**src/design/msp_pkg.sv**
```systemverilog
// ----------------------------------------------------------------------------
// msp_pkg
// Shared types, widths and register codes of the motor speed PID loop.
// ----------------------------------------------------------------------------
`default_nettype none

package msp_pkg;

    // Field widths
    localparam int SPEED_W  = 16;
    localparam int GAIN_W   = 24;
    localparam int LIMIT_W  = 31;
    localparam int ERR_W    = SPEED_W + 1;
    localparam int DERIV_W  = ERR_W + 1;
    localparam int INTEG_W  = 32;
    localparam int CIDX_W   = 3;
    localparam int CDATA_W  = 31;
    localparam int DIR_W    = 2;

    // Product and sum widths (gains carry a zero sign bit)
    localparam int PROD_P_W = GAIN_W + 1 + ERR_W;
    localparam int PROD_I_W = GAIN_W + 1 + INTEG_W;
    localparam int PROD_D_W = GAIN_W + 1 + DERIV_W;
    localparam int SUM_W    = PROD_I_W + 1;

    // Configuration register indexes
    localparam logic [CIDX_W-1:0] CFG_TARGET_SPEED   = 3'd0;
    localparam logic [CIDX_W-1:0] CFG_GAIN_P         = 3'd1;
    localparam logic [CIDX_W-1:0] CFG_GAIN_I         = 3'd2;
    localparam logic [CIDX_W-1:0] CFG_GAIN_D         = 3'd3;
    localparam logic [CIDX_W-1:0] CFG_INTEGRAL_LIMIT = 3'd4;
    localparam logic [CIDX_W-1:0] CFG_DRIVE_MAX      = 3'd5;
    localparam logic [CIDX_W-1:0] CFG_DRIVE_MIN      = 3'd6;

    // Direction codes
    localparam logic [DIR_W-1:0] DIR_STOP    = 2'd0;
    localparam logic [DIR_W-1:0] DIR_FORWARD = 2'd1;
    localparam logic [DIR_W-1:0] DIR_REVERSE = 2'd2;

    // Configuration register file contents
    typedef struct packed {
        logic signed [SPEED_W-1:0] target_speed;
        logic        [GAIN_W-1:0]  gain_p;
        logic        [GAIN_W-1:0]  gain_i;
        logic        [GAIN_W-1:0]  gain_d;
        logic        [LIMIT_W-1:0] integral_limit;
        logic signed [SPEED_W-1:0] drive_max;
        logic signed [SPEED_W-1:0] drive_min;
    } t_cfg;

    // Error stage result
    typedef struct packed {
        logic signed [ERR_W-1:0]   err;
        logic signed [INTEG_W-1:0] integ;
        logic signed [DERIV_W-1:0] deriv;
    } t_err_data;

    // Weighted terms
    typedef struct packed {
        logic signed [PROD_P_W-1:0] p_term;
        logic signed [PROD_I_W-1:0] i_term;
        logic signed [PROD_D_W-1:0] d_term;
    } t_terms;

endpackage : msp_pkg

`default_nettype wire

```
**src/design/msp_out_stage.sv**
```systemverilog
// ----------------------------------------------------------------------------
// msp_out_stage
// Sum of terms, floor shift, drive clamp, direction; output register.
// ----------------------------------------------------------------------------
`default_nettype none

module msp_out_stage
    import msp_pkg::*;
#(
    parameter int GAIN_FRAC_BITS = 16
) (
    input  wire logic               i_clk,
    input  wire logic               i_rst_n,
    input  wire logic               i_adv,
    input  wire logic               i_valid,
    input  wire t_terms             i_terms,
    input  wire t_cfg               i_cfg,
    output logic                    o_valid,
    output logic signed [SPEED_W-1:0] o_drive,
    output logic [DIR_W-1:0]        o_direction
);

    logic                      r_valid;
    logic signed [SPEED_W-1:0] r_drive;
    logic [DIR_W-1:0]          r_direction;

    logic signed [SUM_W-1:0]   w_sum;
    logic signed [SUM_W-1:0]   w_shifted;
    logic signed [SUM_W-1:0]   w_hi;
    logic signed [SUM_W-1:0]   w_lo;
    logic signed [SPEED_W-1:0] n_drive;
    logic [DIR_W-1:0]          n_direction;

    // Sum, shift toward minus infinity, clamp high then low
    always_comb begin
        w_sum = {{(SUM_W-PROD_P_W){i_terms.p_term[PROD_P_W-1]}}, i_terms.p_term}
              + {{(SUM_W-PROD_I_W){i_terms.i_term[PROD_I_W-1]}}, i_terms.i_term}
              + {{(SUM_W-PROD_D_W){i_terms.d_term[PROD_D_W-1]}}, i_terms.d_term};
        w_shifted = w_sum >>> GAIN_FRAC_BITS;
        w_hi      = {{(SUM_W-SPEED_W){i_cfg.drive_max[SPEED_W-1]}}, i_cfg.drive_max};
        w_lo      = {{(SUM_W-SPEED_W){i_cfg.drive_min[SPEED_W-1]}}, i_cfg.drive_min};
        // Crossed bounds: the lower clamp comes last and wins
        if (w_shifted > w_hi) begin
            n_drive = i_cfg.drive_max;
            if (w_hi < w_lo) begin
                n_drive = i_cfg.drive_min;
            end
        end else if (w_shifted < w_lo) begin
            n_drive = i_cfg.drive_min;
        end else begin
            n_drive = w_shifted[SPEED_W-1:0];
        end
        if (i_cfg.target_speed > 0) begin
            n_direction = DIR_FORWARD;
        end else if (i_cfg.target_speed < 0) begin
            n_direction = DIR_REVERSE;
        end else begin
            n_direction = DIR_STOP;
        end
    end

    always_ff @(posedge i_clk) begin
        if (!i_rst_n) begin
            r_valid <= 1'b0;
        end else if (i_adv) begin
            r_valid <= i_valid;
        end
    end

    always_ff @(posedge i_clk) begin
        if (i_adv && i_valid) begin
            r_drive     <= n_drive;
            r_direction <= n_direction;
        end
    end

    assign o_valid     = r_valid;
    assign o_drive     = r_drive;
    assign o_direction = r_direction;

endmodule : msp_out_stage

`default_nettype wire

```
**config.mk**
```make
export PLATFORM = sky130hd
export DESIGN_NAME = msp_out_stage
export DESIGN_NICKNAME = d
export VERILOG_FILES = /design/src/design/msp_pkg.sv /design/src/design/msp_out_stage.sv
export SDC_FILE = /design/constraint.sdc
export NUM_CORES = 1
export LEC_CHECK = 0
export ABC_AREA = 1
export BUFFER_PORTS_ARGS = -buffer_cell sky130_fd_sc_hd__buf_2
export CORE_MARGIN = 5
export CORE_UTILIZATION = 30
export CTS_BUF_LIST = sky130_fd_sc_hd__clkbuf_16
export CTS_CLUSTER_SIZE = 24
export DETAILED_ROUTE_END_ITERATION = 10
export GPL_TIMING_DRIVEN = 0
export SLEW_MARGIN = 20
export SYNTH_ARGS = -nofsm -noshare
export SYNTH_HDL_FRONTEND = slang
export SYNTH_SLANG_ARGS = --single-unit
```
**constraint.sdc**
```tcl
create_clock -name i_clk -period 14 [get_ports i_clk]
set_clock_uncertainty 0.2 [all_clocks]
set_input_delay 2.8 -clock i_clk [delete_from_list [all_inputs] [get_ports i_clk]]
set_output_delay 2.8 -clock i_clk [all_outputs]
set_load 0.1 [all_outputs]
```
==> impl_metrics.sql <==
INSERT INTO impl_metrics (metric_group, metric, value, unit) VALUES
('flow_run', 'maxCapViolations', '0', ''),
('synthesis', 'post_synth_inst_count', '1206', ''),
('floorplanning', 'top_level_ports', '316', ''),
('clock_tree', 'clkSlewWorstSetupHoldPaths', '50', 'ps'),
('synthesis', 'ys_top_cells_by_area', 'ha_1 23%, fa_1 13%, nand2_1 12%', ''),
('critical_path', 'worst_ep_arrival_time', '8100', 'ps'),
('timing', 'maxClockFrequency', '0.121', 'GHz'),
('synthesis', 'synth_largest_area_cell', 'ha_1', ''),
('synthesis', 'yosys_register_bits', '19', ''),
('clock_tree', 'clkLatencyLatePin', '250', 'ps'),
('synthesis', 'ys_dominant_reg_cell', 'edfxtp_1', ''),
('synthesis', 'syn_area', '8310', 'um^2'),
('timing', 'fin_setup_tns', '0', 'ps'),
('grt', 'largest_net_degree_at_the_start_of_global_routing', '30', ''),
('synthesis', 'synth_enable_flop_cells', '18', ''),
('pwr', 'power_switching_share', '0.603', ''),
('routing', 'vias', '8685', ''),
('floorplanning', 'horizontal_extent_of_the_die', '176', 'um'),
('critical_path', 'critical_path.max_fanout', '15', ''),
('synthesis', 'post-synth-top-area-fraction', '0.232', ''),
('pwr', 'irDropWorstVdd', '0.0553', 'mV'),
('routing', 'detail_route.wl_per_cell', '13.8', 'um'),
('routing', 'drt_iter0_markers', '461', ''),
('synthesis', 'async_flop_share', '0', ''),
('synthesis', 'synthesis.area_per_instance', '6.89', 'um^2'),
('synthesis', 'synth_top_family_by_area', 'adder cells', ''),
('synthesis', 'synthesis.nets', '1713', ''),
('layout', 'final_common_cell', 'nand2_1', ''),
('synthesis', 'yosysSeqAreaShare', '0.0675', ''),
('pwr', 'power.clock.fraction', '0.045', ''),
('grt', 'grt.total_usage', '0.156', ''),
('clock_tree', 'cts.path.max_buffers', '2', ''),
('critical_path', 'end_kind', 'flip-flop', ''),
('layout', 'postLayoutCoreUtil', '0.360', ''),
('placement', 'gp_congestion', '0.910', ''),
('pwr', 'internal-power', '511', 'uW'),
('timing', 'max-slew-margin-rel', '0.324', ''),
('critical_path', 'startpoint_kind_of_the_worst_setup_timing_path', 'primary input', ''),
('clock_tree', 'clock_tree.root_cell', 'clkbuf_16', ''),
('clock_tree', 'cts_setup_buffers', '0', ''),
('layout', 'most-common-layout-cells', '263 x nand2_1, 215 x buf_2, 194 x inv_1, 154 x ha_1, 120 x a21oi_1', ''),
('clock_tree', 'clock-sinks', '19', ''),
('clock_tree', 'cts.htree.levels', '1', ''),
('clock_tree', 'postCtsHoldBufs', '0', ''),
('placement', 'place.detailed.hpwl', '22900', 'um'),
('critical_path', 'worst-endpoint-required', '13800', 'ps'),
('grt', 'wire_length_of_the_first_global_routing_pass', '40800', 'um'),
('floorplanning', 'die_h', '176', 'um'),
('grt', 'number_of_global_route_vias_before_repair', '8663', ''),
('hold_path', 'timing.hold.worst.class', 'flip-flop to flip-flop', ''),
('routing', 'drt_pass1_iterations', '5', ''),
('synthesis', 'post_synth_fa_ha_maj_area_fraction', '0.367', ''),
('layout', 'post_route_cells_drive_above_1_share', '0.179', ''),
('synthesis', 'ys_warn_count', '0', ''),
('layout', 'final_net_count', '1930', ''),
('pwr', 'power.net_switching', '777', 'uW'),
('status', 'outcome', 'complete, no violations', ''),
('timing', 'timing.final.crit_period', '8290', 'ps'),
('clock_tree', 'cts_tree', 'done', ''),
('timing', 'final-max-slew-violation-count', '0', ''),
('routing', 'drc', '0', ''),
('critical_path', 'worst_setup_path_type', 'primary input to flip-flop', ''),
('synthesis', 'post_synth_xor_area_fraction', '0.0401', ''),
('timing', 'final_min_period_over_clock_period', '0.592', ''),
('floorplanning', 'core_region_area', '27600', 'um^2'),
('synthesis', 'post_synthesis_share_of_cell_area_spent_on_and_or_nand_and_nor_gates', '0.251', ''),
('timing', 'timing_worst_slew_pin_value', '1010', 'ps'),
('grt', 'initial_antenna_violation_count', '1', ''),
('pwr', 'power_density', '130', 'nW/um^2'),
('pwr', 'share_comb_of_total_power', '0.880', ''),
('routing', 'route.final.wire_length', '24900', 'um');
cells in the mapped netlist, types with 2 or more instances:
cell / n
a211oi_1: 2
a21boi_0: 2
a21o_1: 11
a21oi_1: 120
a221oi_1: 2
a31oi_1: 25
buf_2: 3
buf_6: 3
clkbuf_1: 3
edfxtp_1: 18
fa_1: 56
ha_1: 154
inv_1: 194
nand2_1: 263
nand2_2: 3
nand2_4: 2
nand3_1: 41
nand3_2: 18
nand4_1: 16
nor2_1: 101
nor3_1: 14
nor4_1: 9
o2111ai_1: 2
o211ai_1: 4
o21a_1: 3
o21ai_0: 68
o21ai_1: 5
o21bai_1: 5
o221a_2: 3
o221ai_1: 3
o31ai_1: 2
xnor2_1: 10
xor2_1: 28
layout make-up:
class / count / area, um^2 / area share
buffer: 10 / 75.1 / 0.00757
tap: 378 / 473 / 0.0477
multi-input combinational: 982 / 6940 / 0.699
antenna: 1 / 2.50 / 0.000252
sequential: 19 / 561 / 0.0565
timing repair buffer: 212 / 1060 / 0.107
clock buffer: 3 / 75.1 / 0.00757
inverter: 195 / 732 / 0.0738
clock inverter: 1 / 5.00 / 0.000504
metal layers:
metal  track usage  vias up  wire (um)
li1              -     4505          -
met1         0.219     3885      11900
met2         0.266      270      11400
met3        0.0133       25       1460
met4        0.0239        0        257
met5             0        -          0
path summary, 6_finish.rpt:
path          startpoint         end  slack, ps  cells after the start
max reg2reg      o_valid     o_valid      13240                      2
max          i_terms[42]  o_drive[7]       5710                     23
min reg2reg      o_valid     o_valid        270                      2
min              o_valid     o_valid        270                      2
registers in the layout, summed over array words and instances (netlist names):
signal / count
o_direction: 2
o_valid: 1
o_drive: 16
metrics by stage:
| stage | power, mW | hold WS [ps] | instances | cell area [um^2] | setup slack (ps) |
|---|---|---|---|---|---|
| 5_1_grt | 1.44 | 286 | 1801 | 9920 | 5310 |
| 3_3_place_gp | 1.21 | 254 | 1796 | 9840 | 5390 |
| 3_5_place_dp | 1.23 | 264 | 1796 | 9840 | 5440 |
| 6_report | 1.29 | 266 | 1801 | 9920 | 5710 |
| 2_1_floorplan | 0.947 | 703 | 1206 | 8310 | 6870 |
| 4_1_cts | 1.29 | 269 | 1800 | 9920 | 5690 |
power by group through the flow:
stage	Combinational [mW]	Clock [mW]	Sequential (mW)
2_1_floorplan	0.730	0	0.217
3_3_place_gp	1.11	0	0.0982
3_5_place_dp	1.13	0	0.0986
4_1_cts	1.13	0.0591	0.0975
5_1_grt	1.28	0.0610	0.0989
6_report	1.13	0.0579	0.0973
critical path, cell delays in order:
cell and delay [ps]:
buf_2 440, fa_1 490, ha_1 400, a21oi_1 180
inv_1 70, a31oi_1 230, nor2_1 70, a2111oi_0 540
o2111ai_1 300, xor2_1 250, ha_1 330, nand4_1 120
nor4_1 460, inv_1 130, nor3_1 220, nand4_1 130
nand3_1 100, o21ai_1 100, nor2_4 240, inv_2 130
buf_2 210, nand2_1 90, nand2_1 60
cell families after synthesis:
group	after synthesis
AND/OR/NAND/NOR	473
buffers and inverters	205
XOR/XNOR	38
adder cells (fa/ha/maj)	210
AO/OA/AOI/OAI	261
flip-flops	19
Note: power is estimated with default switching activity, not from simulation.
