--- src/design/msp_pkg.sv ---
// ----------------------------------------------------------------------------
// msp_pkg
// Shared types, widths and register codes of the motor speed PID loop.
// ----------------------------------------------------------------------------
`default_nettype none

package msp_pkg;

    // Field widths
    localparam int SPEED_W  = 16;
    localparam int GAIN_W   = 24;
    localparam int LIMIT_W  = 31;
    localparam int ERR_W    = SPEED_W + 1;
    localparam int DERIV_W  = ERR_W + 1;
    localparam int INTEG_W  = 32;
    localparam int CIDX_W   = 3;
    localparam int CDATA_W  = 31;
    localparam int DIR_W    = 2;

    // Product and sum widths (gains carry a zero sign bit)
    localparam int PROD_P_W = GAIN_W + 1 + ERR_W;
    localparam int PROD_I_W = GAIN_W + 1 + INTEG_W;
    localparam int PROD_D_W = GAIN_W + 1 + DERIV_W;
    localparam int SUM_W    = PROD_I_W + 1;

    // Configuration register indexes
    localparam logic [CIDX_W-1:0] CFG_TARGET_SPEED   = 3'd0;
    localparam logic [CIDX_W-1:0] CFG_GAIN_P         = 3'd1;
    localparam logic [CIDX_W-1:0] CFG_GAIN_I         = 3'd2;
    localparam logic [CIDX_W-1:0] CFG_GAIN_D         = 3'd3;
    localparam logic [CIDX_W-1:0] CFG_INTEGRAL_LIMIT = 3'd4;
    localparam logic [CIDX_W-1:0] CFG_DRIVE_MAX      = 3'd5;
    localparam logic [CIDX_W-1:0] CFG_DRIVE_MIN      = 3'd6;

    // Direction codes
    localparam logic [DIR_W-1:0] DIR_STOP    = 2'd0;
    localparam logic [DIR_W-1:0] DIR_FORWARD = 2'd1;
    localparam logic [DIR_W-1:0] DIR_REVERSE = 2'd2;

    // Configuration register file contents
    typedef struct packed {
        logic signed [SPEED_W-1:0] target_speed;
        logic        [GAIN_W-1:0]  gain_p;
        logic        [GAIN_W-1:0]  gain_i;
        logic        [GAIN_W-1:0]  gain_d;
        logic        [LIMIT_W-1:0] integral_limit;
        logic signed [SPEED_W-1:0] drive_max;
        logic signed [SPEED_W-1:0] drive_min;
    } t_cfg;

    // Error stage result
    typedef struct packed {
        logic signed [ERR_W-1:0]   err;
        logic signed [INTEG_W-1:0] integ;
        logic signed [DERIV_W-1:0] deriv;
    } t_err_data;

    // Weighted terms
    typedef struct packed {
        logic signed [PROD_P_W-1:0] p_term;
        logic signed [PROD_I_W-1:0] i_term;
        logic signed [PROD_D_W-1:0] d_term;
    } t_terms;

endpackage : msp_pkg

`default_nettype wire

--- src/design/msp_cfg_regs.sv ---
// ----------------------------------------------------------------------------
// msp_cfg_regs
// Configuration register file; unknown indexes are dropped.
// ----------------------------------------------------------------------------
`default_nettype none

module msp_cfg_regs
    import msp_pkg::*;
(
    input  wire logic               i_clk,
    input  wire logic               i_rst_n,
    input  wire logic               i_wr_en,
    input  wire logic [CIDX_W-1:0]  i_wr_index,
    input  wire logic [CDATA_W-1:0] i_wr_data,
    output t_cfg                    o_cfg
);

    t_cfg r_cfg;

    // Load reset values, then take writes by index
    always_ff @(posedge i_clk) begin
        if (!i_rst_n) begin
            r_cfg.target_speed   <= 16'sd20;
            r_cfg.gain_p         <= 24'd276562;
            r_cfg.gain_i         <= 24'd49349;
            r_cfg.gain_d         <= 24'd66;
            r_cfg.integral_limit <= 31'd1000;
            r_cfg.drive_max      <= 16'sd1000;
            r_cfg.drive_min      <= -16'sd1000;
        end else if (i_wr_en) begin
            case (i_wr_index)
                CFG_TARGET_SPEED:   r_cfg.target_speed   <= i_wr_data[SPEED_W-1:0];
                CFG_GAIN_P:         r_cfg.gain_p         <= i_wr_data[GAIN_W-1:0];
                CFG_GAIN_I:         r_cfg.gain_i         <= i_wr_data[GAIN_W-1:0];
                CFG_GAIN_D:         r_cfg.gain_d         <= i_wr_data[GAIN_W-1:0];
                CFG_INTEGRAL_LIMIT: r_cfg.integral_limit <= i_wr_data[LIMIT_W-1:0];
                CFG_DRIVE_MAX:      r_cfg.drive_max      <= i_wr_data[SPEED_W-1:0];
                CFG_DRIVE_MIN:      r_cfg.drive_min      <= i_wr_data[SPEED_W-1:0];
                default: begin
                end
            endcase
        end
    end

    assign o_cfg = r_cfg;

endmodule : msp_cfg_regs

`default_nettype wire

--- config.mk ---
export PLATFORM = sky130hd
export DESIGN_NAME = msp_cfg_regs
export DESIGN_NICKNAME = d
export VERILOG_FILES = /design/src/design/msp_pkg.sv /design/src/design/msp_cfg_regs.sv
export SDC_FILE = /design/constraint.sdc
export NUM_CORES = 1
export LEC_CHECK = 0
export ABC_CLOCK_PERIOD_IN_PS = 1800
export BUFFER_PORTS_ARGS = -buffer_cell sky130_fd_sc_hd__buf_2
export CAP_MARGIN = 15
export CORE_ASPECT_RATIO = 1.2
export CORE_MARGIN = 2
export CORE_UTILIZATION = 50
export DETAILED_ROUTE_END_ITERATION = 16
export GPL_ROUTABILITY_DRIVEN = 1
export PLACE_DENSITY = 0.79
export SLEW_MARGIN = 20
export SYNTH_ARGS = -nofsm -noshare
export SYNTH_HDL_FRONTEND = slang
export SYNTH_SLANG_ARGS = --single-unit
--- constraint.sdc ---
create_clock -name i_clk -period 1.8 [get_ports i_clk]
set_input_delay 0.36 -clock i_clk [delete_from_list [all_inputs] [get_ports i_clk]]
set_output_delay 0.36 -clock i_clk [all_outputs]
set_load 0.005 [all_outputs]
==> reports/results.ini, run 1 <==
[timing]
max_freq_mhz=790.6
finalHoldViolations=0
final-max-slew-violation-count=0
period_share_pct=70.27
worst_pin_slew_ns=0.4209
fin_crit_ns=1.265
whs_ns=0.1978
setup_viol_count_final=0
slew-limit-headroom_pct=71.89
finalSetupTns_ns=0
rsz0062_at_grt=no
skew_ns=0

[worst_setup_path]
crit_type=flop to output pin
cp-end-kind=output pin
startpoint_type=flop
slowest_stage=dfxtp_1
worstPathMaxFanout=2
path_cells=buf_2
critical_path_required_ns=1.44
cp.depth=1
crit_family=flip-flops
arrival_ns=0.90
critical-path-max-stage-delay_ns=0.37
r2r_cells=2
path_buf_inv=1

[clock_network]
cts_buffer_depth=2
h-tree-depth=4
cts_buffers=17
path_clk_slew_ns=0.06
clk_latency_ns=0.41
tritoncts=built
cts_root_buffer=clkbuf_16
post_cts_resized=0
cts_setup_buffers=0
postCtsHoldBufs=0
clock-sinks=151

[routing]
via_per_inst=5.041
firstDrtPassIters=4
vias=4522
drt_iter0_drc=155
wl_per_cell_um=16.45
wl_um=14760
drc=0
final_antenna_net_count=0

[synthesis]
yosys_register_bits=151
synth_compound_area_share_pct=0
ys_warn_count=0
synth_simple_gate_area_share_pct=16.99
synthesis.nets=588
synth_top_family_by_area=multiplexers
seq_area_frac_synth_pct=52.83
yosys.area_share.xor_xnor_pct=0
synth_fa_ha_area_share_pct=0
synth_cell_types=16
synthCells=551
synth.area.mux_share_pct=26.42
syn_area_sq_um=5722
avgSynthCellArea_sq_um=10.38

[grt]
grt_pass1_wl_um=23040
grtUsageTotal_pct=24.57
grt_max_degree=89
overflow=0
antenna_found_initial=0
grt_pass1_vias=4563

[power_and_ir_drop]
p_leak_nw=3.734
peakVddDrop_mv=0.5774
power.density_nw_per_um2=1040

[final_layout]
finalNonFillerCells=897
diodes=0
fin_area_sq_um=7500
fill_cells=863
layout_commonest_cell=buf_2
synthToLayoutAreaGrowth_pct=31.07
drive_above_1_share_pct=31.90
mostFrequentLayoutCells=buf_2, mux2i_1, dfxtp_1
largest_reg_flops=151
fin_nets=768

[floorplan]
die_w_um=101.7
die_h_um=121.2
rows=42
io_pins=188
dieArea_sq_um=12320
start_util_pct=51.60
core_sq_um=11090

[place]
dpl_cell_area_sq_um=6848
port_buffers=187
gp_congestion=0.8607
place_inst=866
hpwl_um=10420

[hold_path]
hold_path_depth=3
hold_class=primary input to flop

[run]
cap_violations=0

[run_status]
outcome=finished clean

stage by stage:
step / power [W] / utilization (%) / setup slack, ns
floorplan: 0.003788 / - / 0.3000
global placement: 0.003982 / 61.76 / 0.2387
detailed placement: 0.003997 / 61.76 / 0.2050
CTS: 0.007849 / 67.64 / 0.5127
global route: 0.008023 / 67.64 / 0.5047
finish: 0.007803 / 67.64 / 0.5352
final cells by class:
type / count / area (sq um) / area share (%)
Clock buffer: 19 / 452.9 / 6.039
Clock inverter: 12 / 198.9 / 2.653
Multi-Input combinational cell: 359 / 2519 / 33.58
Sequential cell: 151 / 3023 / 40.31
Tap cell: 154 / 192.7 / 2.569
Timing Repair Buffer: 202 / 1114 / 14.85
logic make-up after synthesis:
family | count (synthesis)
and+or+nand+nor | 208
muxes | 151
DFF | 151
buffers and inverters | 41
synth_stat cells, drive strengths merged:
master | count | area (sq um)
nand2 | 145 | 544.3
mux2i | 151 | 1511
nand4bb | 1 | 11.26
nand4b | 3 | 26.28
buf | 21 | 140.1
and4b | 1 | 10.01
nor4bb | 2 | 20.02
dfxtp | 151 | 3023
nor2b | 54 | 337.8
clkbuf | 20 | 75.07
and4bb | 1 | 12.51
or4b | 1 | 10.01
routing by layer:
| metal | GRT usage [%] | part of all wire, % |
|---|---|---|
| met5 | 0 | 0 |
| met4 | 12.50 | 3.3 |
| met3 | 6.567 | 6.2 |
| met2 | 41.65 | 50 |
| met1 | 28.04 | 40 |
path summary, 6_finish.rpt:
path	start	endpoint	slack [ns]
max reg2reg	o_cfg[123]	o_cfg[123]	1.14
min reg2reg	o_cfg[91]	o_cfg[91]	0.46
min	i_wr_data[29]	o_cfg[61]	0.20
max	o_cfg[120]	o_cfg[120]	0.54
power breakdown:
part	leakage, nW	total, W	internal, W	switching, W
Combinational	2.20	0.000470	0.000204	0.000266
Sequential	1.22	0.00346	0.00342	0.0000393
Clock	0.307	0.00388	0.00252	0.00135
Total	3.73	0.00780	0.00615	0.00166
Power figures use the tool's default switching activity.
==> run 2, diff against run 1 <==
--- a/config.mk
+++ b/config.mk
@@ -5,15 +5,15 @@
 export SDC_FILE = /design/constraint.sdc
 export NUM_CORES = 1
 export LEC_CHECK = 0
-export ABC_CLOCK_PERIOD_IN_PS = 1800
+export ABC_CLOCK_PERIOD_IN_PS = 1140
 export BUFFER_PORTS_ARGS = -buffer_cell sky130_fd_sc_hd__buf_2
 export CAP_MARGIN = 15
 export CORE_ASPECT_RATIO = 1.2
 export CORE_MARGIN = 2
-export CORE_UTILIZATION = 50
+export CORE_UTILIZATION = 45
 export DETAILED_ROUTE_END_ITERATION = 16
 export GPL_ROUTABILITY_DRIVEN = 1
-export PLACE_DENSITY = 0.79
+export PLACE_DENSITY = 0.75
 export SLEW_MARGIN = 20
 export SYNTH_ARGS = -nofsm -noshare
 export SYNTH_HDL_FRONTEND = slang
==> constraint.sdc (replaced) <==
create_clock -name i_clk -period 1.14 [get_ports i_clk]
set_input_delay 0.228 -clock i_clk [delete_from_list [all_inputs] [get_ports i_clk]]
set_output_delay 0.228 -clock i_clk [all_outputs]
set_load 0.005 [all_outputs]
==> run 2 against run 1 <==
Net effect: combinational power grew 69%; die area up 11%; via count shrank 0.40%; worst setup slack lost 0.52 ns; routed wire length is 1.3% higher; sequential cell count unchanged; clock power rose by 52%; register-to-register slack worse by 0.69 ns; clock-buffer cell count is 3 higher; sequential power is 58% higher; cell count grew 1.8%.
==> reports/results.ini, run 2 (synthesized netlist as in run 1, its figures left out) <==
[timing]
slew-limit-headroom_pct=77.05  ; was 71.89%
worst_pin_slew_ns=0.3438  ; was 0.4209 ns
final-max-slew-violation-count=0  ; unchanged
skew_ns=0  ; unchanged
fin_crit_ns=1.122
setup_viol_count_final=0  ; unchanged
rsz0062_at_grt=no  ; unchanged
fin_ws_ns=0.01764  ; was 0.5352 ns
whs_ns=0.06220  ; was 0.1978 ns
finalHoldViolations=0  ; unchanged
max_freq_mhz=891.0
period_share_pct=98.45

[routing]
wl_per_cell_um=16.38  ; was 16.45 um
final_antenna_net_count=0  ; unchanged
vias=4504  ; was 4,522
highest-signal-layer=met4  ; unchanged
wl_um=14950  ; was 14,760 um
wl_met1_um=6347  ; was 5917 um
wl_met3_um=752  ; was 911 um
firstDrtPassIters=6  ; was 4
wl_met2_um=7523  ; was 7444 um
drc=0  ; unchanged
via_per_inst=4.933  ; was 5.041
drt_iter0_drc=148  ; was 155

[clock_network]
clk_latency_ns=0.40  ; was 0.41 ns
cts_buffers=17  ; unchanged
clock-sinks=151  ; unchanged
cts_setup_buffers=0  ; unchanged
tritoncts=built  ; unchanged
h-tree-depth=4  ; unchanged
cts_buffer_depth=2  ; unchanged
path_clk_slew_ns=0.06  ; about the same
cts_root_buffer=clkbuf_16  ; unchanged

[power_and_ir_drop]
power_w=0.01214  ; was 0.007803 W
switchingPower_w=0.002558  ; was 0.001657 W
p_leak_nw=3.809  ; was 3.734 nW
power.density_nw_per_um2=1583  ; was 1040 nW/um^2
peakVddDrop_mv=0.8567  ; was 0.5774 mV
pwr-share-seq_pct=45.0  ; was 44.3%
p_comb_share_pct=6.6  ; was 6.0%
switching_share_pct=21.08  ; was 21.23%
clkPwrFrac_pct=48.4  ; was 49.7%
p_int_w=0.009577  ; was 0.006146 W

[final_layout]
diodes=0  ; unchanged
fin_area_sq_um=7665  ; was 7500 sq um
synthToLayoutAreaGrowth_pct=33.96  ; was 31.07%
mostFrequentLayoutCells=buf_2, mux2i_1, nand2_1  ; was buf_2, mux2i_1, dfxtp_1
drive_above_1_share_pct=36.58  ; was 31.90%
fin_nets=775  ; was 768
layout_commonest_cell=buf_2  ; unchanged
fill_cells=1053  ; was 863
largest_reg_flops=151  ; unchanged
regArea_sq_um=3063  ; was 3023 sq um
multiInputGateArea_sq_um=2522  ; was 2519 sq um

[worst_setup_path]
critical-path-max-stage-delay_ns=0.36  ; was 0.37 ns
path_cells=buf_2  ; unchanged
r2r_cells=2  ; unchanged
r2r_setup_slack_ns=0.45  ; was 1.14 ns
crit_family=flip-flops  ; unchanged
slowest_stage=dfxtp_1  ; unchanged
worstPathMaxFanout=2  ; unchanged
arrival_ns=0.89  ; was 0.90 ns
startpoint_type=flop  ; unchanged
cp-end-kind=output pin  ; unchanged
cp.depth=1  ; unchanged
critical_path_required_ns=0.91  ; was 1.44 ns
path_buf_inv=1  ; unchanged
crit_type=flop to output pin  ; unchanged

[floorplan]
start_util_pct=45.57  ; was 51.60%
die_w_um=106.9  ; was 101.7 um
io_pins=188  ; unchanged
die_h_um=127.5  ; was 121.2 um
core_sq_um=12560  ; was 11,090 sq um
dieArea_sq_um=13640  ; was 12,320 sq um
rows=45  ; was 42

[grt]
grt_max_degree=54  ; was 89
grt_pass1_wl_um=23020  ; was 23,040 um
grtUsageTotal_pct=21.97  ; was 24.57%
grt_pass1_vias=4414  ; was 4,563
overflow=0  ; unchanged
antenna_found_initial=0  ; unchanged

[place]
gp_congestion=0.8287  ; was 0.8607
hpwl_um=10650  ; was 10,420 um
pre_cts_ws_ns=-0.2887  ; was 0.2050 ns
port_buffers=187  ; unchanged
dpl_cell_area_sq_um=7004  ; was 6848 sq um

[run]
cap_violations=0  ; unchanged

[hold_path]
hold_class=primary input to flop  ; unchanged
hold_path_depth=3  ; unchanged

[run_status]
outcome=finished clean  ; unchanged

run 2: cell types whose count changed in the layout (fill, tap and decap cells not counted):
| cell | delta |
|---|---|
| bufinv_16 | -1 |
| inv_6 | -1 |
| clkbuf_1 | +2 |
| or4b_1 | -1 |
| clkinv_4 | +1 |
| dfxtp_1 | -32 |
| buf_12 | +7 |
| or4b_4 | +1 |
| clkinvlp_4 | -3 |
| clkbuf_8 | +1 |
| dfxtp_2 | +32 |
run 2: worst reg2reg max path, stage by stage, from the launching register on:
cell	delay, ns
dfxtp_2	0.32
nor2b_1	0.14
mux2i_1	0.10
run 2: final cells by class:
class | count | area share, %
Tap cell | 164 | 2.677
Clock inverter | 8 | 1.910
Timing Repair Buffer | 209 | 16.36
Multi-Input combinational cell | 359 | 32.91
Clock buffer | 22 | 6.187
Sequential cell | 151 | 39.96
run 2: metrics by stage:
stage / std cells / setup TNS, ns / util (%)
detailed placement: 883 / -20.66 / 55.78
CTS: 913 / 0 / 60.77
floorplan: 551 / -2.801 / -
global placement: 883 / -16.32 / 55.78
global route: 913 / 0 / 61.05
finish: 913 / 0 / 61.05
run 2: power by group through the flow:
stage               Combinational, W  Clock [W]  Sequential, W
detailed placement          0.000800          0        0.00557
global placement            0.000773          0        0.00557
floorplan                   0.000424          0        0.00558
global route                0.000860    0.00622        0.00547
CTS                         0.000802    0.00597        0.00546
finish                      0.000796    0.00588        0.00546
run 2: final timing paths:
check / start / end
worst max register to register: o_cfg[4] / o_cfg[4]
worst max-delay path: o_cfg[16] / o_cfg[16]
worst min-delay path: i_wr_data[26] / o_cfg[58]
worst min register to register: o_cfg[118] / o_cfg[118]
run 2: metal layers:
metal	track usage, %	vias to the layer above
met4	9.244	0
met2	37.54	143
met1	26.22	2153
li1	-	2182
met3	5.510	26
met5	0	-
run 2: repair_timing:
item / CTS / global route
gates resized for setup: 4 / 28
hold buffers: 0 / 0
setup endpoints to repair: 4 / 28
