### src/design/msp_pkg.sv
// ----------------------------------------------------------------------------
// msp_pkg
// Shared types, widths and register codes of the motor speed PID loop.
// ----------------------------------------------------------------------------
`default_nettype none

package msp_pkg;

    // Field widths
    localparam int SPEED_W  = 16;
    localparam int GAIN_W   = 24;
    localparam int LIMIT_W  = 31;
    localparam int ERR_W    = SPEED_W + 1;
    localparam int DERIV_W  = ERR_W + 1;
    localparam int INTEG_W  = 32;
    localparam int CIDX_W   = 3;
    localparam int CDATA_W  = 31;
    localparam int DIR_W    = 2;

    // Product and sum widths (gains carry a zero sign bit)
    localparam int PROD_P_W = GAIN_W + 1 + ERR_W;
    localparam int PROD_I_W = GAIN_W + 1 + INTEG_W;
    localparam int PROD_D_W = GAIN_W + 1 + DERIV_W;
    localparam int SUM_W    = PROD_I_W + 1;

    // Configuration register indexes
    localparam logic [CIDX_W-1:0] CFG_TARGET_SPEED   = 3'd0;
    localparam logic [CIDX_W-1:0] CFG_GAIN_P         = 3'd1;
    localparam logic [CIDX_W-1:0] CFG_GAIN_I         = 3'd2;
    localparam logic [CIDX_W-1:0] CFG_GAIN_D         = 3'd3;
    localparam logic [CIDX_W-1:0] CFG_INTEGRAL_LIMIT = 3'd4;
    localparam logic [CIDX_W-1:0] CFG_DRIVE_MAX      = 3'd5;
    localparam logic [CIDX_W-1:0] CFG_DRIVE_MIN      = 3'd6;

    // Direction codes
    localparam logic [DIR_W-1:0] DIR_STOP    = 2'd0;
    localparam logic [DIR_W-1:0] DIR_FORWARD = 2'd1;
    localparam logic [DIR_W-1:0] DIR_REVERSE = 2'd2;

    // Configuration register file contents
    typedef struct packed {
        logic signed [SPEED_W-1:0] target_speed;
        logic        [GAIN_W-1:0]  gain_p;
        logic        [GAIN_W-1:0]  gain_i;
        logic        [GAIN_W-1:0]  gain_d;
        logic        [LIMIT_W-1:0] integral_limit;
        logic signed [SPEED_W-1:0] drive_max;
        logic signed [SPEED_W-1:0] drive_min;
    } t_cfg;

    // Error stage result
    typedef struct packed {
        logic signed [ERR_W-1:0]   err;
        logic signed [INTEG_W-1:0] integ;
        logic signed [DERIV_W-1:0] deriv;
    } t_err_data;

    // Weighted terms
    typedef struct packed {
        logic signed [PROD_P_W-1:0] p_term;
        logic signed [PROD_I_W-1:0] i_term;
        logic signed [PROD_D_W-1:0] d_term;
    } t_terms;

endpackage : msp_pkg

`default_nettype wire

### src/design/msp_err_stage.sv
// ----------------------------------------------------------------------------
// msp_err_stage
// Error, clamped integral and derivative; holds the loop state.
// ----------------------------------------------------------------------------
`default_nettype none

module msp_err_stage
    import msp_pkg::*;
(
    input  wire logic                      i_clk,
    input  wire logic                      i_rst_n,
    input  wire logic                      i_adv,
    input  wire logic                      i_valid,
    input  wire logic signed [SPEED_W-1:0] i_meas,
    input  wire t_cfg                      i_cfg,
    output logic                           o_valid,
    output t_err_data                      o_data
);

    logic signed [INTEG_W-1:0] r_integ;
    logic signed [ERR_W-1:0]   r_prev_err;
    logic                      r_valid;
    t_err_data                 r_data;

    logic signed [ERR_W-1:0]   n_err;
    logic signed [DERIV_W-1:0] n_deriv;
    logic signed [INTEG_W:0]   w_integ_raw;
    logic signed [INTEG_W:0]   w_lim;
    logic signed [INTEG_W:0]   w_neg_lim;
    logic signed [INTEG_W-1:0] n_integ;

    // Form error, accumulate and clamp, difference against last error
    always_comb begin
        n_err       = {i_cfg.target_speed[SPEED_W-1], i_cfg.target_speed}
                    - {i_meas[SPEED_W-1], i_meas};
        n_deriv     = {n_err[ERR_W-1], n_err} - {r_prev_err[ERR_W-1], r_prev_err};
        w_integ_raw = {r_integ[INTEG_W-1], r_integ}
                    + {{(INTEG_W+1-ERR_W){n_err[ERR_W-1]}}, n_err};
        w_lim       = {{(INTEG_W+1-LIMIT_W){1'b0}}, i_cfg.integral_limit};
        w_neg_lim   = -w_lim;
        if (w_integ_raw > w_lim) begin
            n_integ = w_lim[INTEG_W-1:0];
        end else if (w_integ_raw < w_neg_lim) begin
            n_integ = w_neg_lim[INTEG_W-1:0];
        end else begin
            n_integ = w_integ_raw[INTEG_W-1:0];
        end
    end

    // Advance loop state only on a real request
    always_ff @(posedge i_clk) begin
        if (!i_rst_n) begin
            r_integ    <= '0;
            r_prev_err <= '0;
            r_valid    <= 1'b0;
        end else if (i_adv) begin
            r_valid <= i_valid;
            if (i_valid) begin
                r_integ    <= n_integ;
                r_prev_err <= n_err;
            end
        end
    end

    // Stage payload
    always_ff @(posedge i_clk) begin
        if (i_adv && i_valid) begin
            r_data.err   <= n_err;
            r_data.integ <= n_integ;
            r_data.deriv <= n_deriv;
        end
    end

    assign o_valid = r_valid;
    assign o_data  = r_data;

endmodule : msp_err_stage

`default_nettype wire

### config.mk
export PLATFORM = sky130hd
export DESIGN_NAME = msp_err_stage
export DESIGN_NICKNAME = d
export VERILOG_FILES = /design/src/design/msp_pkg.sv /design/src/design/msp_err_stage.sv
export SDC_FILE = /design/constraint.sdc
export NUM_CORES = 1
export LEC_CHECK = 0
export ABC_AREA = 1
export ABC_CLOCK_PERIOD_IN_PS = 6900
export BUFFER_PORTS_ARGS = -buffer_cell sky130_fd_sc_hd__buf_2
export CORE_ASPECT_RATIO = 0.7
export CORE_MARGIN = 2
export CORE_UTILIZATION = 39
export DETAILED_ROUTE_END_ITERATION = 7
export GPL_TIMING_DRIVEN = 1
export PLACE_DENSITY = 0.59
export SLEW_MARGIN = 20
export SYNTH_ARGS = -nofsm -noshare
export SYNTH_HDL_FRONTEND = slang
export SYNTH_SLANG_ARGS = --single-unit
export TNS_END_PERCENT = 50
### constraint.sdc
create_clock -name i_clk -period 6.9 [get_ports i_clk]
set_input_delay 0.69 -clock i_clk [delete_from_list [all_inputs] [get_ports i_clk]]
set_output_delay 0.69 -clock i_clk [all_outputs]
set_load 0.005 [all_outputs]
==> results.py, run 1 <==
metrics = {
    "detailed_routing": {
        "drc": 0,
        "via_per_inst": 4.943,
        "drt_pass1_iterations": 5,
        "routed-via-count": 10210,
        "detail_route.wl_per_cell_um": 15.01,
        "ant_nets": 0,
        "first_iter_violations": 827,
        "wirelength_um": 31000,
    },
    "sta": {
        "fin_tns_setup_ns": 0,
        "worst_pin_slew_ns": 0.9160,
        "fin_crit_sh": 0.9061,
        "timing.fmax_mhz": 159.9,
        "final_period_minus_worst_setup_slack_ns": 6.252,
        "finalClockSkew_ns": 0.009654,
        "finalHoldViolations": 0,
        "finalSetupViolations": 0,
        "slew_violations": 0,
        "slew_headroom": 0.3893,
    },
    "worst_setup_path": {
        "crit-reg2reg-launch": "r_integ[2]",
        "critPathLaunchType": "primary input",
        "timing.critical_path.from": "i_meas[0]",
        "critical-path-top-cell-by-count": "nand2_1",
        "timing.critical_path.slowest_stage_cell": "fa_1",
        "arrival_ns": 6.42,
        "timing.critical_path.slowest_cell_delay_ns": 0.42,
        "crit_path_max_fanout": 4,
        "timing.setup.critical_path_class": "primary input to register",
        "worstSetupEndpointType": "register",
        "worst_ep_required_time_ns": 7.07,
    },
    "layout": {
        "layout.cells.most_common_list": "286 x nand2_1, 237 x inv_1, 154 x nand3_1",
        "num-nets-final": 1988,
        "syn_to_final_growth_pct": 22.85,
        "finish.instance_area_sq_um": 13000,
        "antenna_cells_inserted": 0,
        "final.fill_count": 2715,
        "drive_above_1_share": 0.2016,
        "register_area_sq_um": 3013,
        "postLayoutCoreUtil": 0.4867,
        "layout.cells.most_common": "nand2_1",
        "multiInputGateArea_sq_um": 6444,
    },
    "yosys": {
        "synth.avg_cell_area_sq_um": 7.268,
        "yosys.area_share.simple": 0.2849,
        "yosysWarnings": 0,
        "synth_cell_types": 52,
        "post_synth_instance_area_sq_um": 10580,
        "synth_ff_type": "edfxtp_1",
        "synth-compound-area-share": 0.1032,
        "postSynthNetCount": 1756,
        "synth.yosys.seq_area_share": 0.2847,
        "synth_enable_flop_cells": 67,
        "synth-xor-area-share": 0.06373,
        "synthMuxAreaShare": 0,
        "synth_top_family_by_area": "simple AND/OR/NAND/NOR gates",
        "postSynthRegisterBits": 117,
        "netlist_instances": 1456,
        "synth_fa_ha_area_frac": 0.1546,
        "synthArstFlopShare": 0,
    },
    "global_route": {
        "global_route.overflow_total": 0,
        "busiest_metal_layer_after_global_routing": "met1",
        "gr-usage-all-layers": 0.2200,
        "grt_util_met3": 0.03009,
        "grt_max_degree": 81,
        "global_route.usage.met2": 0.3038,
        "first_pass_grt_wire_length_um": 49670,
        "antenna_found_initial": 0,
        "grt_pass1_vias": 9505,
        "met1_usage": 0.3558,
    },
    "floorplan": {
        "core_footprint_sq_um": 26710,
        "boundaryPins": 239,
        "die-width_um": 200.9,
        "die-area_sq_um": 28490,
        "placementRows": 50,
        "floorplan.initialDensity": 0.3962,
        "height_of_the_chip_um": 141.8,
    },
    "power": {
        "p_leak_nw": 6.837,
        "post_route_total_power_w": 0.003847,
        "pwr_density_cell_nw_per_um2": 295.9,
        "irDropWorstVdd_mv": 0.1893,
    },
    "min_path": {
        "timing.hold.worst.start": "o_valid",
        "hold_path.class": "register to register",
    },
    "clock_tree": {
        "cts_buffer_depth": 2,
        "cts_tree": "done",
        "clkLatencyLatePin_ns": 0.42,
        "tritoncts_num_sinks": 117,
        "number_of_buffers_added_by_the_clock_tree_synthesis_step": 17,
        "cts_hold_repair.buffers": 0,
        "clock_tree.root_cell": "clkbuf_16",
        "cts-htree-levels": 4,
        "clk_pin_slew_worst_paths_ns": 0.06,
    },
    "placement": {
        "numPortBuffers": 134,
        "instance_area_after_placement_sq_um": 12350,
        "final_wtd_congestion": 0.8942,
        "hpwlAfterDp_um": 25490,
    },
    "run": {
        "max_cap_violations": 0,
    },
    "outcome": {
        "run_status": "complete, no violations",
    },
}
==> flip-flops by register name (all words and copies together) (netlist names) <==
| register | count |
|---|---|
| r_integ | 32 |
| r_prev_err | 17 |
| o_valid | 1 |
| o_data | 67 |
==> synthesized netlist by cell type (2+ instances only) <==
cell       instances  area share
xnor2_1           14       0.012
fa_1               3      0.0057
a211oi_1           3      0.0021
a21o_1            11      0.0078
a21oi_2            2      0.0017
nand2_2           16      0.0095
nand4_1           16      0.0095
o21bai_1          11      0.0078
nor2_1           128       0.045
a31o_2             3      0.0025
nand3_1          154       0.073
nor3_2             2      0.0019
ha_1             126        0.15
buf_4             11      0.0078
dfxtp_1           50       0.095
and2_1             2      0.0012
nor2_4             2      0.0021
buf_6              7      0.0074
a21oi_1          101       0.048
inv_1            237       0.084
nor2_2             4      0.0024
or2_2              2      0.0012
nand2_4            4      0.0043
buf_2              3      0.0014
nand2_1          286        0.10
buf_1              5      0.0018
nand3_2           17       0.016
o21ai_0           43       0.020
nor3_1            21      0.0099
xor2_1            63       0.052
o221ai_1           2      0.0017
clkbuf_1           5      0.0018
o21ai_1            2     0.00095
o211ai_1           2      0.0014
nor4_2             2      0.0024
inv_2              5      0.0018
o2111ai_1          2      0.0017
a31oi_1            7      0.0041
nand3b_1           3      0.0021
edfxtp_1          67        0.19
==> where the power goes <==
part	switching [W]	internal, W
Clock	0.000363	0.000548
Sequential	0.0000324	0.000886
Combinational	0.00122	0.000796
Total	0.00162	0.00223
==> layer usage <==
metal | up-vias | part of all wire
met2 | 311 | 0.39
met4 | 0 | 0.0094
met3 | 20 | 0.057
li1 | 5264 | -
met5 | - | 0
met1 | 4613 | 0.55
==> kinds of logic (layout without fill, tap and decap cells) <==
family | count (synthesis) | after routing
DFF | 117 | 117
adders and majority gates | 129 | 129
AOI/OAI and AO/OA | 194 | 194
xor gates and xnor gates | 77 | 77
and+or+nand+nor | 662 | 662
buffers and inverters | 277 | 522
==> final timing paths <==
path / endpoint / cells past startpoint / slack [ns]
worst max-delay path: o_data[49] / 40 / 0.65
worst min-delay path: o_valid / 2 / 0.47
worst max register to register: o_data[49] / 32 / 2.33
worst min register to register: o_valid / 2 / 0.47
==> per-stage QoR <==
stage	hold WS [ns]	worst slack [ns]	cells
after global placement	0.4528	-0.03306	2031
after global routing	0.4867	-0.008410	2065
after floorplan	0.4418	0.9994	1456
after CTS	0.4692	0.3740	2063
final	0.4656	0.6478	2065
after detailed placement	0.4609	-0.01310	2031
==> critical path, delay by kind of cell <==
kind | cells | cell delay (ns)
simple gates | 19 | 1.90
fa+ha+maj | 4 | 1.31
compound gates | 6 | 0.99
buf+inv | 9 | 0.91
xor+xnor | 2 | 0.62
==> what timing repair did <==
| action | in CTS | in global routing |
|---|---|---|
| buffers inserted | 0 | 2 |
| resized for setup | 0 | 8 |
| setup endpoints to repair | 0 | 64 |
==> area by class of cell <==
class	count	share of cell area
clock buffers	17	0.03272
clock inverters	15	0.01395
inverters	244	0.07083
multi-input cells	1062	0.4956
flip-flops and latches	117	0.2317
well taps	364	0.03503
repair buffers	246	0.1201
Note: power is estimated with default switching activity, not from simulation.
==> run 2, diff against run 1 <==
--- a/config.mk
+++ b/config.mk
@@ -5,15 +5,14 @@
 export SDC_FILE = /design/constraint.sdc
 export NUM_CORES = 1
 export LEC_CHECK = 0
-export ABC_AREA = 1
 export ABC_CLOCK_PERIOD_IN_PS = 6900
 export BUFFER_PORTS_ARGS = -buffer_cell sky130_fd_sc_hd__buf_2
 export CORE_ASPECT_RATIO = 0.7
 export CORE_MARGIN = 2
-export CORE_UTILIZATION = 39
+export CORE_UTILIZATION = 47
 export DETAILED_ROUTE_END_ITERATION = 7
 export GPL_TIMING_DRIVEN = 1
-export PLACE_DENSITY = 0.59
+export PLACE_DENSITY = 0.69
 export SLEW_MARGIN = 20
 export SYNTH_ARGS = -nofsm -noshare
 export SYNTH_HDL_FRONTEND = slang
==> run 2 against run 1 <==
  * The run now ends with negative setup slack left
  * Highest routed layer unchanged
  * Hold slack got worse by 0.0019 ns
  * Sequential share of layout area shrank 2.4 points
  * Critical path type unchanged
  * Worst setup slack got worse by 0.97 ns
==> results.py, run 2 <==
metrics = {
    "placement": {
        "hpwlAfterDp_um": 25120,
        "final_wtd_congestion": 0.9328,
        "numPortBuffers": 134,
        "dp.cells": 1780,
    },
    "layout": {
        "register_area_sq_um": 3013,
        "max_ffs_per_register": 67,
        "syn_to_final_growth_pct": 42.26,
        "postLayoutCoreUtil": 0.6749,
        "num-nets-final": 1846,
        "final.fill_count": 1742,
        "layout.cells.most_common_list": "202 x buf_4, 131 x buf_2, 117 x ha_1",
        "drive_above_1_share": 0.3560,
        "layout.cells.most_common": "buf_4",
        "multiInputGateArea_sq_um": 7542,
        "finalNonFillerCells": 1844,
    },
    "worst_setup_path": {
        "timing.setup.critical_path_class": "primary input to register",
        "worstSetupEndpointType": "register",
        "critical-path-top-cell-by-count": "a21o_1",
        "timing.critical_path.from": "i_cfg[135]",
        "crit-reg2reg-launch": "r_integ[0]",
        "worst_ep_required_time_ns": 7.09,
        "timing.critical_path.slowest_cell_delay_ns": 0.39,
        "crit_path_max_fanout": 7,
        "critPathLaunchType": "primary input",
        "arrival_ns": 7.42,
        "timing.critical_path.slowest_stage_cell": "a311o_1",
    },
    "sta": {
        "finalHoldViolations": 0,
        "final_period_minus_worst_setup_slack_ns": 7.227,
        "finalSetupViolations": 64,
        "slew_violations": 0,
        "worst_pin_slew_ns": 1.009,
        "postLayoutSetupSlackWorst_ns": -0.3272,
        "slew_headroom": 0.3254,
        "finalClockSkew_ns": 0.009959,
        "timing.fmax_mhz": 138.4,
        "fin_tns_setup_ns": -16.04,
        "rsz_0062_raised_after_global_routing": "yes",
        "fin_crit_sh": 1.047,
    },
    "floorplan": {
        "die-area_sq_um": 22920,
        "die-width_um": 180.1,
        "core_footprint_sq_um": 21510,
        "boundaryPins": 239,
        "placementRows": 45,
        "height_of_the_chip_um": 127.3,
        "floorplan.initialDensity": 0.4744,
    },
    "yosys": {
        "synth_fa_ha_area_frac": 0.1614,
        "top_cell_type_by_total_area_after_synthesis": "edfxtp_1",
        "synth.yosys.seq_area_share": 0.2953,
        "yosys.area_share.simple": 0.1789,
        "post_synth_instance_area_sq_um": 10200,
        "synth-compound-area-share": 0.2330,
        "synth_commonest_cells": "126 x ha_1, 119 x nor2_1, 100 x inv_1",
        "synth.avg_cell_area_sq_um": 8.475,
        "synth_most_common_cell": "ha_1",
        "synth_top_family_by_area": "compound AO/OA/AOI/OAI gates",
        "synth_cell_types": 81,
        "synth_ff_type": "edfxtp_1",
        "synth-xor-area-share": 0.06524,
        "netlist.area_leader.share": 0.1972,
        "yosysWarnings": 0,
        "synthMuxAreaShare": 0.01006,
        "synthArstFlopShare": 0,
        "postSynthNetCount": 1504,
        "synth.area.top_cells": "edfxtp_1 20%, ha_1 15%, dfxtp_1 9.8%, xnor2_1 5.5%, nor2_1 4.4%",
        "synth_enable_flop_cells": 67,
        "netlist_instances": 1204,
        "postSynthRegisterBits": 117,
    },
    "detailed_routing": {
        "drt_pass1_iterations": 6,
        "detail_route.wl_per_cell_um": 18.77,
        "first_iter_violations": 1033,
        "drc": 0,
        "routed-via-count": 10610,
        "ant_nets": 0,
        "wirelength_um": 34610,
        "via_per_inst": 5.752,
    },
    "run": {
        "max_cap_violations": 0,
    },
    "global_route": {
        "first_pass_grt_wire_length_um": 53350,
        "global_route.overflow_total": 0,
        "grt_max_degree": 83,
        "antenna_found_initial": 1,
        "grt_pass1_vias": 9946,
        "gr-usage-all-layers": 0.2944,
    },
    "clock_tree": {
        "cts-htree-levels": 4,
        "clock_tree.root_cell": "clkbuf_16",
        "cts_tree": "done",
        "number_of_buffers_added_by_the_clock_tree_synthesis_step": 17,
        "tritoncts_num_sinks": 117,
        "cts_buffer_depth": 2,
        "cts_hold_repair.buffers": 0,
        "clkLatencyLatePin_ns": 0.44,
        "clk_pin_slew_worst_paths_ns": 0.06,
    },
    "power": {
        "irDropWorstVdd_mv": 0.2126,
        "p_leak_nw": 6.433,
        "pwr_density_cell_nw_per_um2": 317.0,
    },
    "outcome": {
        "run_status": "finished with violations",
        "violations": "negative setup slack",
    },
    "min_path": {
        "hold_path.class": "register to register",
        "timing.hold.worst.start": "r_prev_err[2]",
    },
}
run 2: critical path, delay by kind of cell:
kind                       cells  cell delay (ns)
xor gates and xnor gates       1             0.15
buffers and inverters          5             0.59
and+or+nand+nor                4             0.50
AOI/OAI and AO/OA             22             4.41
adders and majority gates      4             1.05
run 2: worst paths after layout:
path | slack [ns] | cells past startpoint | endpoint
max | -0.33 | 36 | o_data[43]
min | 0.46 | 2 | r_prev_err[2]
max reg2reg | 1.02 | 27 | r_integ[10]
min reg2reg | 0.46 | 2 | r_prev_err[2]
run 2: final cells by class:
| cell class | count | area share |
|---|---|---|
| multi-input cells | 950 | 0.5196 |
| flip-flops and latches | 117 | 0.2076 |
| repair buffers | 359 | 0.1786 |
| clock buffers | 24 | 0.03388 |
| inverters | 101 | 0.02715 |
| well taps | 282 | 0.02431 |
| clock inverters | 8 | 0.008361 |
| diodes | 3 | 0.0005172 |
run 2: kinds of logic (layout without fill, tap and decap cells):
| group | after synthesis | in the layout |
|---|---|---|
| AO/OA/AOI/OAI | 351 | 352 |
| XOR/XNOR | 76 | 76 |
| adder cells (fa/ha/maj) | 130 | 130 |
| buffers and inverters | 138 | 492 |
| flip-flops | 117 | 117 |
| multiplexers | 10 | 10 |
| other | 0 | 3 |
| AND/OR/NAND/NOR | 382 | 382 |
run 2: what timing repair did:
item                       CTS  global route
setup buffers               19             6
setup endpoints to repair   64            64
pin swaps                   62            42
gates cloned                 3             3
gates resized for setup    102            64
run 2: stage by stage:
step / hold WS [ns] / setup WS, ns / area, sq um / power, W
floorplan: 0.4435 / -0.1268 / 10490 / 0.002321
global placement: 0.4510 / -0.8983 / 12810 / 0.003165
detailed placement: 0.4576 / -1.143 / 12810 / 0.003199
CTS: 0.4647 / -0.1680 / 14070 / 0.004372
global route: 0.4919 / -0.5999 / 14510 / 0.004856
finish: 0.4637 / -0.3272 / 14520 / 0.004601
run 2: layer usage:
| layer | global-route usage | share of wire | up-vias |
|---|---|---|---|
| li1 | - | - | 5106 |
| met1 | 0.4393 | 0.48 | 4998 |
| met3 | 0.05730 | 0.081 | 44 |
| met5 | 0 | 0 | - |
| met2 | 0.4345 | 0.43 | 459 |
| met4 | 0.07590 | 0.012 | 0 |
run 2: power breakdown:
group	total, W	internal, W	leakage (nW)	switching [W]
logic	0.00272	0.00129	5.09	0.00143
clock network	0.000944	0.000605	0.300	0.000340
registers	0.000940	0.000896	1.04	0.0000437
